**config.mk**
```make
export PLATFORM = sky130hd
export DESIGN_NAME = base64url_decoder
export DESIGN_NICKNAME = d
export VERILOG_FILES = /design/src/hw/rtl/b64u_pkg.sv /design/src/hw/rtl/b64u_in_stage.sv /design/src/hw/rtl/b64u_decode.sv /design/src/hw/rtl/base64url_decoder.sv
export SDC_FILE = /design/constraint.sdc
export NUM_CORES = 1
export LEC_CHECK = 0
export BUFFER_PORTS_ARGS = -buffer_cell sky130_fd_sc_hd__clkbuf_2
export CAP_MARGIN = 20
export CORE_MARGIN = 5
export CORE_UTILIZATION = 55
export CTS_CLUSTER_DIAMETER = 60
export CTS_CLUSTER_SIZE = 40
export DETAILED_ROUTE_END_ITERATION = 16
export PLACE_DENSITY = 0.75
export RECOVER_POWER = 100
export SETUP_SLACK_MARGIN = 0.15
export SLEW_MARGIN = 20
export SYNTH_ARGS = -nofsm -noshare
export SYNTH_HDL_FRONTEND = slang
export SYNTH_SLANG_ARGS = --single-unit
```
**constraint.sdc**
```tcl
create_clock -name clk -period 10.1 [get_ports clk]
set_input_delay 2.525 -clock clk [delete_from_list [all_inputs] [get_ports clk]]
set_output_delay 2.525 -clock clk [all_outputs]
set_load 0.02 [all_outputs]
```
**src/hw/rtl/b64u_pkg.sv**
```systemverilog
// Package: types, constants and the character decode table for the base64url decoder.
package b64u_pkg;

    localparam int CountBits = 16;
    localparam int CmpBits   = (CountBits > 16) ? CountBits : 16;

    localparam logic [6:0] SYM_SPACE = 7'h40;
    localparam logic [6:0] SYM_TERM  = 7'h41;
    localparam logic [6:0] SYM_BAD   = 7'h42;

    localparam logic [15:0] LIMIT_RESET = 16'hffff;

    typedef enum logic [1:0] {
        CAUSE_RUN   = 2'd0,
        CAUSE_TERM  = 2'd1,
        CAUSE_BAD   = 2'd2,
        CAUSE_LIMIT = 2'd3
    } cause_t;

    typedef struct packed {
        logic [7:0] character;
        logic       message_start;
    } sym_item_t;

    typedef struct packed {
        logic        byte_valid;
        logic [7:0]  data_byte;
        logic        stopped;
        logic [1:0]  stop_cause;
        logic [15:0] byte_count;
    } res_item_t;

    function automatic logic [6:0] classify(input logic [7:0] c);
        logic [6:0] r;
        r = SYM_BAD;
        if (c >= 8'h41 && c <= 8'h5a) r = 7'(c - 8'h41);
        else if (c >= 8'h61 && c <= 8'h7a) r = 7'(c - 8'h61 + 8'd26);
        else if (c >= 8'h30 && c <= 8'h39) r = 7'(c - 8'h30 + 8'd52);
        else if (c == 8'h2d) r = 7'd62;
        else if (c == 8'h5f) r = 7'd63;
        else if ((c >= 8'h09 && c <= 8'h0d) || c == 8'h20) r = SYM_SPACE;
        else if (c == 8'h00 || c == 8'h3d) r = SYM_TERM;
        return r;
    endfunction

endpackage

```
**src/hw/rtl/b64u_in_stage.sv**
```systemverilog
// Input register stage: captures one character transaction and hands it to the decode stage.
module b64u_in_stage (
    input  logic                clk,
    input  logic                rst_n,
    input  logic                sym_valid,
    output logic                sym_ready,
    input  b64u_pkg::sym_item_t sym_item,
    output logic                q_valid,
    input  logic                q_ready,
    output b64u_pkg::sym_item_t q_item
);
    import b64u_pkg::*;

    logic      valid_reg;
    logic      valid_next;
    sym_item_t item_reg;

    assign sym_ready  = !valid_reg || q_ready;
    assign valid_next = sym_ready ? sym_valid : valid_reg;
    assign q_valid    = valid_reg;
    assign q_item     = item_reg;

    always_ff @(posedge clk or negedge rst_n)
    begin
        if (!rst_n)
        begin
            valid_reg <= 1'b0;
        end
        else
        begin
            valid_reg <= valid_next;
        end
    end

    always_ff @(posedge clk)
    begin
        if (sym_ready && sym_valid)
        begin
            item_reg <= sym_item;
        end
    end

endmodule

```
**src/hw/rtl/b64u_decode.sv**
```systemverilog
// Decode stage: message state, 6-to-8 bit packing, stop logic and the result register.
module b64u_decode (
    input  logic                clk,
    input  logic                rst_n,
    input  logic                q_valid,
    output logic                q_ready,
    input  b64u_pkg::sym_item_t q_item,
    input  logic [15:0]         byte_limit,
    output logic                res_valid,
    input  logic                res_ready,
    output b64u_pkg::res_item_t res_item
);
    import b64u_pkg::*;

    localparam logic [CountBits-1:0] CountMax = {CountBits{1'b1}};

    logic [11:0]          acc_reg, acc_next;
    logic [3:0]           held_reg, held_next;
    logic [CountBits-1:0] cnt_reg, cnt_next;
    logic                 halt_reg, halt_next;
    cause_t               cause_reg, cause_next;
    logic                 res_valid_reg, res_valid_next;
    res_item_t            res_item_reg, res_item_next;

    logic       take;
    logic [6:0] sym;
    logic [11:0] acc_sh;
    logic [3:0]  held_sum;
    logic        emit;
    logic [7:0]  data;

    assign q_ready   = !res_valid_reg || res_ready;
    assign take      = q_valid && q_ready;
    assign res_valid = res_valid_reg;
    assign res_item  = res_item_reg;

    always_comb
    begin
        acc_next   = acc_reg;
        held_next  = held_reg;
        cnt_next   = cnt_reg;
        halt_next  = halt_reg;
        cause_next = cause_reg;
        emit       = 1'b0;
        data       = 8'h00;
        sym        = classify(q_item.character);
        acc_sh     = 12'h000;
        held_sum   = 4'd0;

        if (q_item.message_start)
        begin
            acc_next   = 12'h000;
            held_next  = 4'd0;
            cnt_next   = '0;
            halt_next  = 1'b0;
            cause_next = CAUSE_RUN;
        end

        if (!halt_next)
        begin
            if (CmpBits'(cnt_next) >= CmpBits'(byte_limit))
            begin
                halt_next  = 1'b1;
                cause_next = CAUSE_LIMIT;
            end
            else if (sym == SYM_TERM)
            begin
                halt_next  = 1'b1;
                cause_next = CAUSE_TERM;
            end
            else if (sym == SYM_BAD)
            begin
                halt_next  = 1'b1;
                cause_next = CAUSE_BAD;
            end
            else if (sym != SYM_SPACE)
            begin
                acc_sh   = {acc_next[5:0], sym[5:0]};
                held_sum = held_next + 4'd6;
                acc_next  = acc_sh;
                held_next = held_sum;
                if (held_sum >= 4'd8)
                begin
                    emit      = 1'b1;
                    held_next = held_sum - 4'd8;
                    case (held_next)
                        4'd0:    begin data = acc_sh[7:0];  acc_next = 12'h000; end
                        4'd2:    begin data = acc_sh[9:2];  acc_next = {10'h000, acc_sh[1:0]}; end
                        4'd4:    begin data = acc_sh[11:4]; acc_next = {8'h00, acc_sh[3:0]}; end
                        default: begin data = acc_sh[11:4]; acc_next = {8'h00, acc_sh[3:0]}; end
                    endcase
                    if (cnt_next != CountMax)
                    begin
                        cnt_next = cnt_next + 1'b1;
                    end
                    if (CmpBits'(cnt_next) >= CmpBits'(byte_limit))
                    begin
                        halt_next  = 1'b1;
                        cause_next = CAUSE_LIMIT;
                    end
                end
            end
        end

        res_item_next.byte_valid = emit;
        res_item_next.data_byte  = data;
        res_item_next.stopped    = halt_next;
        res_item_next.stop_cause = cause_next;
        res_item_next.byte_count = 16'(cnt_next);

        res_valid_next = take ? 1'b1 : (res_valid_reg && !res_ready);
    end

    always_ff @(posedge clk or negedge rst_n)
    begin
        if (!rst_n)
        begin
            acc_reg       <= 12'h000;
            held_reg      <= 4'd0;
            cnt_reg       <= '0;
            halt_reg      <= 1'b0;
            cause_reg     <= CAUSE_RUN;
            res_valid_reg <= 1'b0;
        end
        else
        begin
            res_valid_reg <= res_valid_next;
            if (take)
            begin
                acc_reg   <= acc_next;
                held_reg  <= held_next;
                cnt_reg   <= cnt_next;
                halt_reg  <= halt_next;
                cause_reg <= cause_next;
            end
        end
    end

    always_ff @(posedge clk)
    begin
        if (take)
        begin
            res_item_reg <= res_item_next;
        end
    end

endmodule

```
**src/hw/rtl/base64url_decoder.sv**
```systemverilog
// Top level of the streaming base64url decoder.
//
//  channel | direction | handshake             | payload
//  --------+-----------+-----------------------+---------------------------
//  sym     | in        | sym_valid/sym_ready   | sym_item (character, start)
//  res     | out       | res_valid/res_ready   | res_item (one per character)
//  cfg     | in        | cfg_valid/cfg_ready   | cfg_data (byte_limit)
//
// One character transaction per cycle sustained while res_ready stays high; each accepted
// character passes the input register, then is decoded into the result register.
// Reset clears message state and sets byte_limit to 65535.
// A stalled res channel holds the result; one more character waits in the
// input register before sym_ready drops. cfg_ready is always high.
module base64url_decoder (
    input  logic                clk,
    input  logic                rst_n,
    input  logic                sym_valid,
    output logic                sym_ready,
    input  b64u_pkg::sym_item_t sym_item,
    output logic                res_valid,
    input  logic                res_ready,
    output b64u_pkg::res_item_t res_item,
    input  logic                cfg_valid,
    output logic                cfg_ready,
    input  logic [15:0]         cfg_data
);
    import b64u_pkg::*;

    logic        q_valid;
    logic        q_ready;
    sym_item_t   q_item;
    logic [15:0] limit_reg;

    assign cfg_ready = 1'b1;

    always_ff @(posedge clk or negedge rst_n)
    begin
        if (!rst_n)
        begin
            limit_reg <= LIMIT_RESET;
        end
        else if (cfg_valid)
        begin
            limit_reg <= cfg_data;
        end
    end

    b64u_in_stage u_in_stage (
        .clk       (clk),
        .rst_n     (rst_n),
        .sym_valid (sym_valid),
        .sym_ready (sym_ready),
        .sym_item  (sym_item),
        .q_valid   (q_valid),
        .q_ready   (q_ready),
        .q_item    (q_item)
    );

    b64u_decode u_decode (
        .clk        (clk),
        .rst_n      (rst_n),
        .q_valid    (q_valid),
        .q_ready    (q_ready),
        .q_item     (q_item),
        .byte_limit (limit_reg),
        .res_valid  (res_valid),
        .res_ready  (res_ready),
        .res_item   (res_item)
    );

endmodule

```
==> After elaboration in Yosys (flattened, before gate mapping) <==
Cells that the tools add are included.
{ "word_totals": {"input_bits": 30, "regBits": 90, "wordCells": 118} }
{ "classes": {"bitwise": 2, "n_addsub": 8, "n_eq_ne": 9, "muxes": 55, "magnitude_cmp": 11, "reduce_logical": 18} }
{ "ops": {"columns": ["cell", "count"], "rows": [
  ["$mux W16", 14],
  ["$mux W12", 7],
  ["$mux W7", 6],
  ["$ge A16 B16 Y1", 2],
  ["$mux W4", 7],
  ["$eq A8 B6 Y1 const B", 3],
  ["$mux W2", 9],
  ["$add A16 B1 Y16 const B", 1],
  ["$ge A8 B7 Y1 const B", 2],
  ["$le A8 B7 Y1 const B", 2],
  ["$ne A16 B16 Y1 const B", 1],
  ["$pmux W8 S2", 1],
  ["$eq A7 B7 Y1 const B", 2],
  ["$sub A7 B7 Y7 const B", 2],
  ["$mux W1", 10],
  ["$eq A8 B7 Y1 const B", 1],
  ["$ge A8 B4 Y1 const B", 1],
  ["$ge A8 B6 Y1 const B", 1],
  ["$le A8 B4 Y1 const B", 1],
  ["$le A8 B6 Y1 const B", 1],
  ["$logic_not A8 Y1", 1],
  ["$pmux W4 S2", 1],
  ["$add A7 B5 Y7 const B", 1],
  ["$add A7 B6 Y7 const B", 1],
  ["13 further kinds", 25]
]} }

==> Depth between registers and ports, before layout <==
{ "depth": {"ltp_word": 23, "mapped_depth": 21, "ltp_nobuf": 19} }

==> Hierarchy <==
A second synthesis with hierarchy kept.
{ "unflattened": {"hier_cells": 635, "hier_area_um2": 6068.3} }
{ "modules_own_cells": {"columns": ["module", "n_inst", "cells_per_inst", "area_each_um2"], "rows": [
  ["b64u_decode", 1, 586, 5063.6],
  ["base64url_decoder", 1, 36, 680.7],
  ["b64u_in_stage", 1, 13, 324.1]
]} }

==> Worst setup path before layout <==
OpenSTA, ideal clock, no wires.
{ "synth_path": {"path_type": "input to output", "from": "input res_ready", "to": "output sym_ready", "path_buffers": 0, "setup_slack_ps": 4772, "cell_stages": 1, "arrival_ps": 2803, "cell_sequence": "nand3b_1"} }
{ "synth_between": {"elab_chain_cells": 2} }
{ "synth_rtl": {"columns": ["item", "line_no", "text"], "rows": [
  ["from (decl)", "base64url_decoder.sv:21", "input logic res_ready,"],
  ["$logic_or A1 B1 Y1", "b64u_decode.sv:32", "assign q_ready = !res_valid_reg || res_ready;"],
  ["$logic_or A1 B1 Y1", "b64u_in_stage.sv:18", "assign sym_ready = !valid_reg || q_ready;"],
  ["to (decl)", "base64url_decoder.sv:18", "output logic sym_ready,"]
]} }
No other way between the ends.

==> Final worst setup path <==
{ "layout_path": {"from": "register u_in_stage.item_reg (netlist bit u_in_stage.q_item[0])", "to": "register u_decode.cnt_reg[1]"} }
{ "layout_between": {"elab_chain_cells": 15, "word_cells_on_any_way": 21, "classes_between": "add/sub: 2; order compare: 2; eq/ne: 1; mux: 16"} }
{ "layout_rtl": {"columns": ["item", "line_no", "text"], "rows": [
  ["from (decl)", "b64u_in_stage.sv:16", "sym_item_t item_reg;"],
  ["from (signal assigned)", "b64u_in_stage.sv:39", "item_reg <= sym_item;"],
  ["$mux W16", "b64u_decode.sv:50", "if (q_item.message_start)"],
  ["$add A16 B1 Y16 / $ne A16 B16 Y1 (equally long branches)", "b64u_decode.sv:94, b64u_decode.sv:92", null],
  ["$mux W16", "b64u_decode.sv:92", "if (cnt_next != CountMax)"],
  ["$mux W16", "b64u_decode.sv:82", "if (held_sum >= 4'd8)"],
  ["$mux W16", "b64u_decode.sv:76", "else if (sym != SYM_SPACE)"],
  ["$mux W16", "b64u_decode.sv:71", "else if (sym == SYM_BAD)"],
  ["$mux W16", "b64u_decode.sv:66", "else if (sym == SYM_TERM)"],
  ["$mux W16", "b64u_decode.sv:61", "if (CmpBits'(cnt_next) >= CmpBits'(byte_limit))"],
  ["$mux W16", "b64u_decode.sv:59", "if (!halt_next)"],
  ["$mux W16", "b64u_decode.sv:82", null],
  ["$mux W16", "b64u_decode.sv:76", null],
  ["$mux W16", "b64u_decode.sv:71", null],
  ["$mux W16", "b64u_decode.sv:66", null],
  ["$mux W16", "b64u_decode.sv:61", null],
  ["$mux W16 (*)", "b64u_decode.sv:59", null],
  ["to (signal assigned)", "b64u_decode.sv:132", "cnt_reg <= cnt_next;"],
  ["to (decl)", "b64u_decode.sv:19", "logic [CountBits-1:0] cnt_reg, cnt_next;"]
]} }
Mark *: on every way between the ends. The rest lies on a longest branch, timed or not. The select of a mux whose other input is x is not followed.
A chain may end at the register's enable or synchronous reset.

==> impl_metrics.tcl <==
set metrics [dict create \
    final_cell_mix "67 x nand2_1, 41 x ha_1, 38 x clkbuf_1" \
    synth_area_per_cell_sq_um 9.51 \
    die_w_um 112 \
    path_cells "clkbuf_1 -> inv_1 -> nand2_1 -> inv_1 -> ha_1 -> a22o_1 -> nor4_1 -> o21ai_0 -> a41oi_1 -> nand4_1 -> a31oi_1 -> clkbuf_1 -> nand2_1 -> a221o_1" \
    arrival_ns 6.92 \
    h-tree-depth 3 \
    post-dp-hpwl_um 9730 \
    cts-root-buf "clkbuf_8" \
    max_freq_ghz 0.150 \
    synth-seq-cells 84 \
    synthFlopType "edfxtp_1" \
    drt_wl_total_um 13400 \
    path_clk_slew_ns 0.08 \
    antenna_left 0 \
    cts_tree "built" \
    dr.pass1.iters 5 \
    hold_path.class "flip-flop to flip-flop" \
    drc 0 \
    placedCellCount 769 \
    finalHoldViolations 0 \
    cts-resized-gates 0 \
    fin_nets 716 \
    stdcell_count 786 \
    syn-cell-area_sq_mm 0.00573 \
    rrSetupSlack_ns 3.43 \
    regToRegEndpoint "u_decode.cnt_reg[1]" \
    critPathLaunchType "flip-flop" \
    yosysTopAreaCellShare_pct 19.4 \
    worstSetupEndpoint "u_decode.cnt_reg[1]" \
    tns_ns 0 \
    max_slew.worst_pin.slew_ns 2.67 \
    cp-end-kind "flip-flop" \
    critPathMaxFanout 32 \
    fillers 917 \
    antenna_found_initial 0 \
    cts_sinks 84 \
    violations "max-capacitance violations, max-slew violations" \
    diodes 0 \
    clk_path_buf_depth 2 \
    grt-ovfl-total 0 \
    synth.largest_area_cell "edfxtp_1" \
    cap_violations 2 \
    dp_slack_ns 4.61 \
    io_buffers 59 \
    grt_pass1_vias 4628 \
    avgRoutedWirePerCell_um 17.1 \
    drt_iter0_drc 302 \
    worstPathRequired_ns 10.35 \
    register_area_sq_mm 0.00231 \
    grt_usage_pct 22.2 \
    setup_viol 0 \
    rsz0062_at_grt "no" \
    largest_reg_flops 28 \
    synth_cell_types 76 \
    areaGrowthSynthToFinish_pct 9.09 \
    layout_commonest_cell "nand2_1" \
    vias_per_cell 6.00 \
    slew_headroom_pct -77.9 \
    cellLeakagePower_nw 2.74 \
    clk_latency_ns 0.36 \
    syn_inst 602 \
    maxSlewViolCount 92 \
    syn-num-nets 673 \
    critPathLaunch "u_in_stage.q_item[0]" \
    clock_skew_ns 0.00736 \
    synth_edf_count 37 \
    io_pins 61 \
    core_sq_mm 0.0102 \
    numCtsBuffers 9 \
    fin_crit_ns 6.67 \
    r2r_start "u_in_stage.q_item[0]" \
    p_per_area_mw_per_mm2 158 \
    async_flop_share_pct 56.0 \
    peakVddDrop_mv 0.0844 \
    status "finished with violations" \
    grt_pass1_wl_um 22700 \
    cts_hold_buf 0 \
    vias 4719 \
    cpMaxStageDelayCell "a31oi_1" \
    postCtsSetupBuffers 0 \
    fin_crit_sh_pct 66.0 \
    crit_path_max_incr_delay_ns 1.02 \
    drive_above_1_share_pct 11.2 \
    reg2regPathDepth 14 \
    grt_start_max_net_pins 48 \
    worstSetupPathType "flip-flop to flip-flop" \
    die_height_um 112 \
    initial_core_util_pct 56.0 \
    postLayoutSetupSlackWorst_ns 3.43 \
    synthTopCellsByArea "edfxtp_1 19%, dfrtp_1 14%, ha_1 9.0%" \
    multi_input_area_sq_mm 0.00314 \
    die-area_sq_mm 0.0126 \
    ys_warn_count 0 \
    routabilityCongestion 0.941 \
    fp-row-count 37 \
    yosysSeqAreaShare_pct 40.3 \
]
## stage by stage
step,util [%],hold slack (ns),instance area [sq um],total power [mW]
after floorplan,-,0.449,5730,0.640
after global placement,59.4,0.466,6080,0.701
after detailed placement,59.4,0.474,6080,0.711
after CTS,61.7,0.498,6320,0.997
after global routing,61.1,0.521,6250,1.05
final,61.1,0.502,6250,0.987
## how the worst min path moves through the flow
| stage | from | cells after the start | end |
|---|---|---|---|
| floorplan | u_decode.cnt_reg[11] | 1 | u_decode.cnt_reg[11] |
| global placement | u_decode.cnt_reg[11] | 1 | u_decode.cnt_reg[11] |
| detailed placement | u_decode.held_reg[2] | 1 | u_decode.held_reg[2] |
| CTS | u_decode.held_reg[2] | 1 | u_decode.held_reg[2] |
| global route | u_decode.cnt_reg[11] | 1 | u_decode.cnt_reg[11] |
| finish | u_decode.cnt_reg[11] | 1 | u_decode.cnt_reg[11] |
## cells in the mapped netlist, types with 3 or more instances
cell and instances:
a221o_1 5, a21o_1 16, a211oi_1 6, ha_1 41, nand3b_1 4, buf_4 4, nand4_1 8, inv_1 30
nor4_1 6, o311a_1 3, o21ai_0 28, dfrtp_1 31, xor2_1 11, and2_1 12, mux2_2 4, nor2b_1 20
buf_2 10, nand2b_1 13, mux2i_1 4, a21oi_1 26, nor3_1 13, and4_1 5, clkbuf_1 16, a22o_1 5
a311o_1 3, a22oi_1 5, nor2_1 31, nand2_1 67, nand3_1 23, o221ai_1 3, o2bb2ai_1 5, and3_1 9
a31oi_1 7, o21a_1 3, dfstp_2 16, edfxtp_1 37, o211ai_1 4, xnor2_1 23
## layer usage
metal / part of all wire [%] / vias up / routed length [um] / track usage, %
li1: - / 2281 / - / -
met1: 43 / 2267 / 5830 / 29.4
met2: 50 / 154 / 6670 / 36.8
met3: 5.7 / 17 / 765 / 4.58
met4: 1.3 / 0 / 178 / 6.73
met5: 0 / - / 0 / 0
## final cells by class
type / count / share of cell area (%)
Sequential cell: 84 / 36.9
Inverter: 32 / 1.92
Multi-Input combinational cell: 455 / 50.3
Clock inverter: 3 / 1.06
Clock buffer: 13 / 2.72
Tap cell: 136 / 2.72
Timing Repair Buffer: 63 / 4.33
## cells by family after synthesis
| kind of cell | Yosys count | synth area share, % |
|---|---|---|
| multiplexers | 9 | 1.68 |
| flip-flops | 84 | 40.3 |
| AO/OA/AOI/OAI | 144 | 18.1 |
| AND/OR/NAND/NOR | 225 | 20.8 |
| buffers and inverters | 63 | 4.74 |
| XOR/XNOR | 34 | 5.20 |
| other | 1 | 0.0655 |
| adder cells (fa/ha/maj) | 42 | 9.13 |
## power breakdown
group,internal (mW),total [mW],leakage [nW],switching [mW]
combinational,0.0955,0.259,1.69,0.163
clock,0.162,0.285,0.119,0.124
sequential,0.409,0.443,0.937,0.0339
## critical path: cells and delay by family, from the launching register on
kind / cells / cell delay [ns]
AND/OR/NAND/NOR: 4 / 0.95
flip-flops: 1 / 0.33
buffers and inverters: 4 / 2.73
AO/OA/AOI/OAI: 5 / 2.22
adder cells (fa/ha/maj): 1 / 0.31
Note: power is estimated with default switching activity, not from simulation.
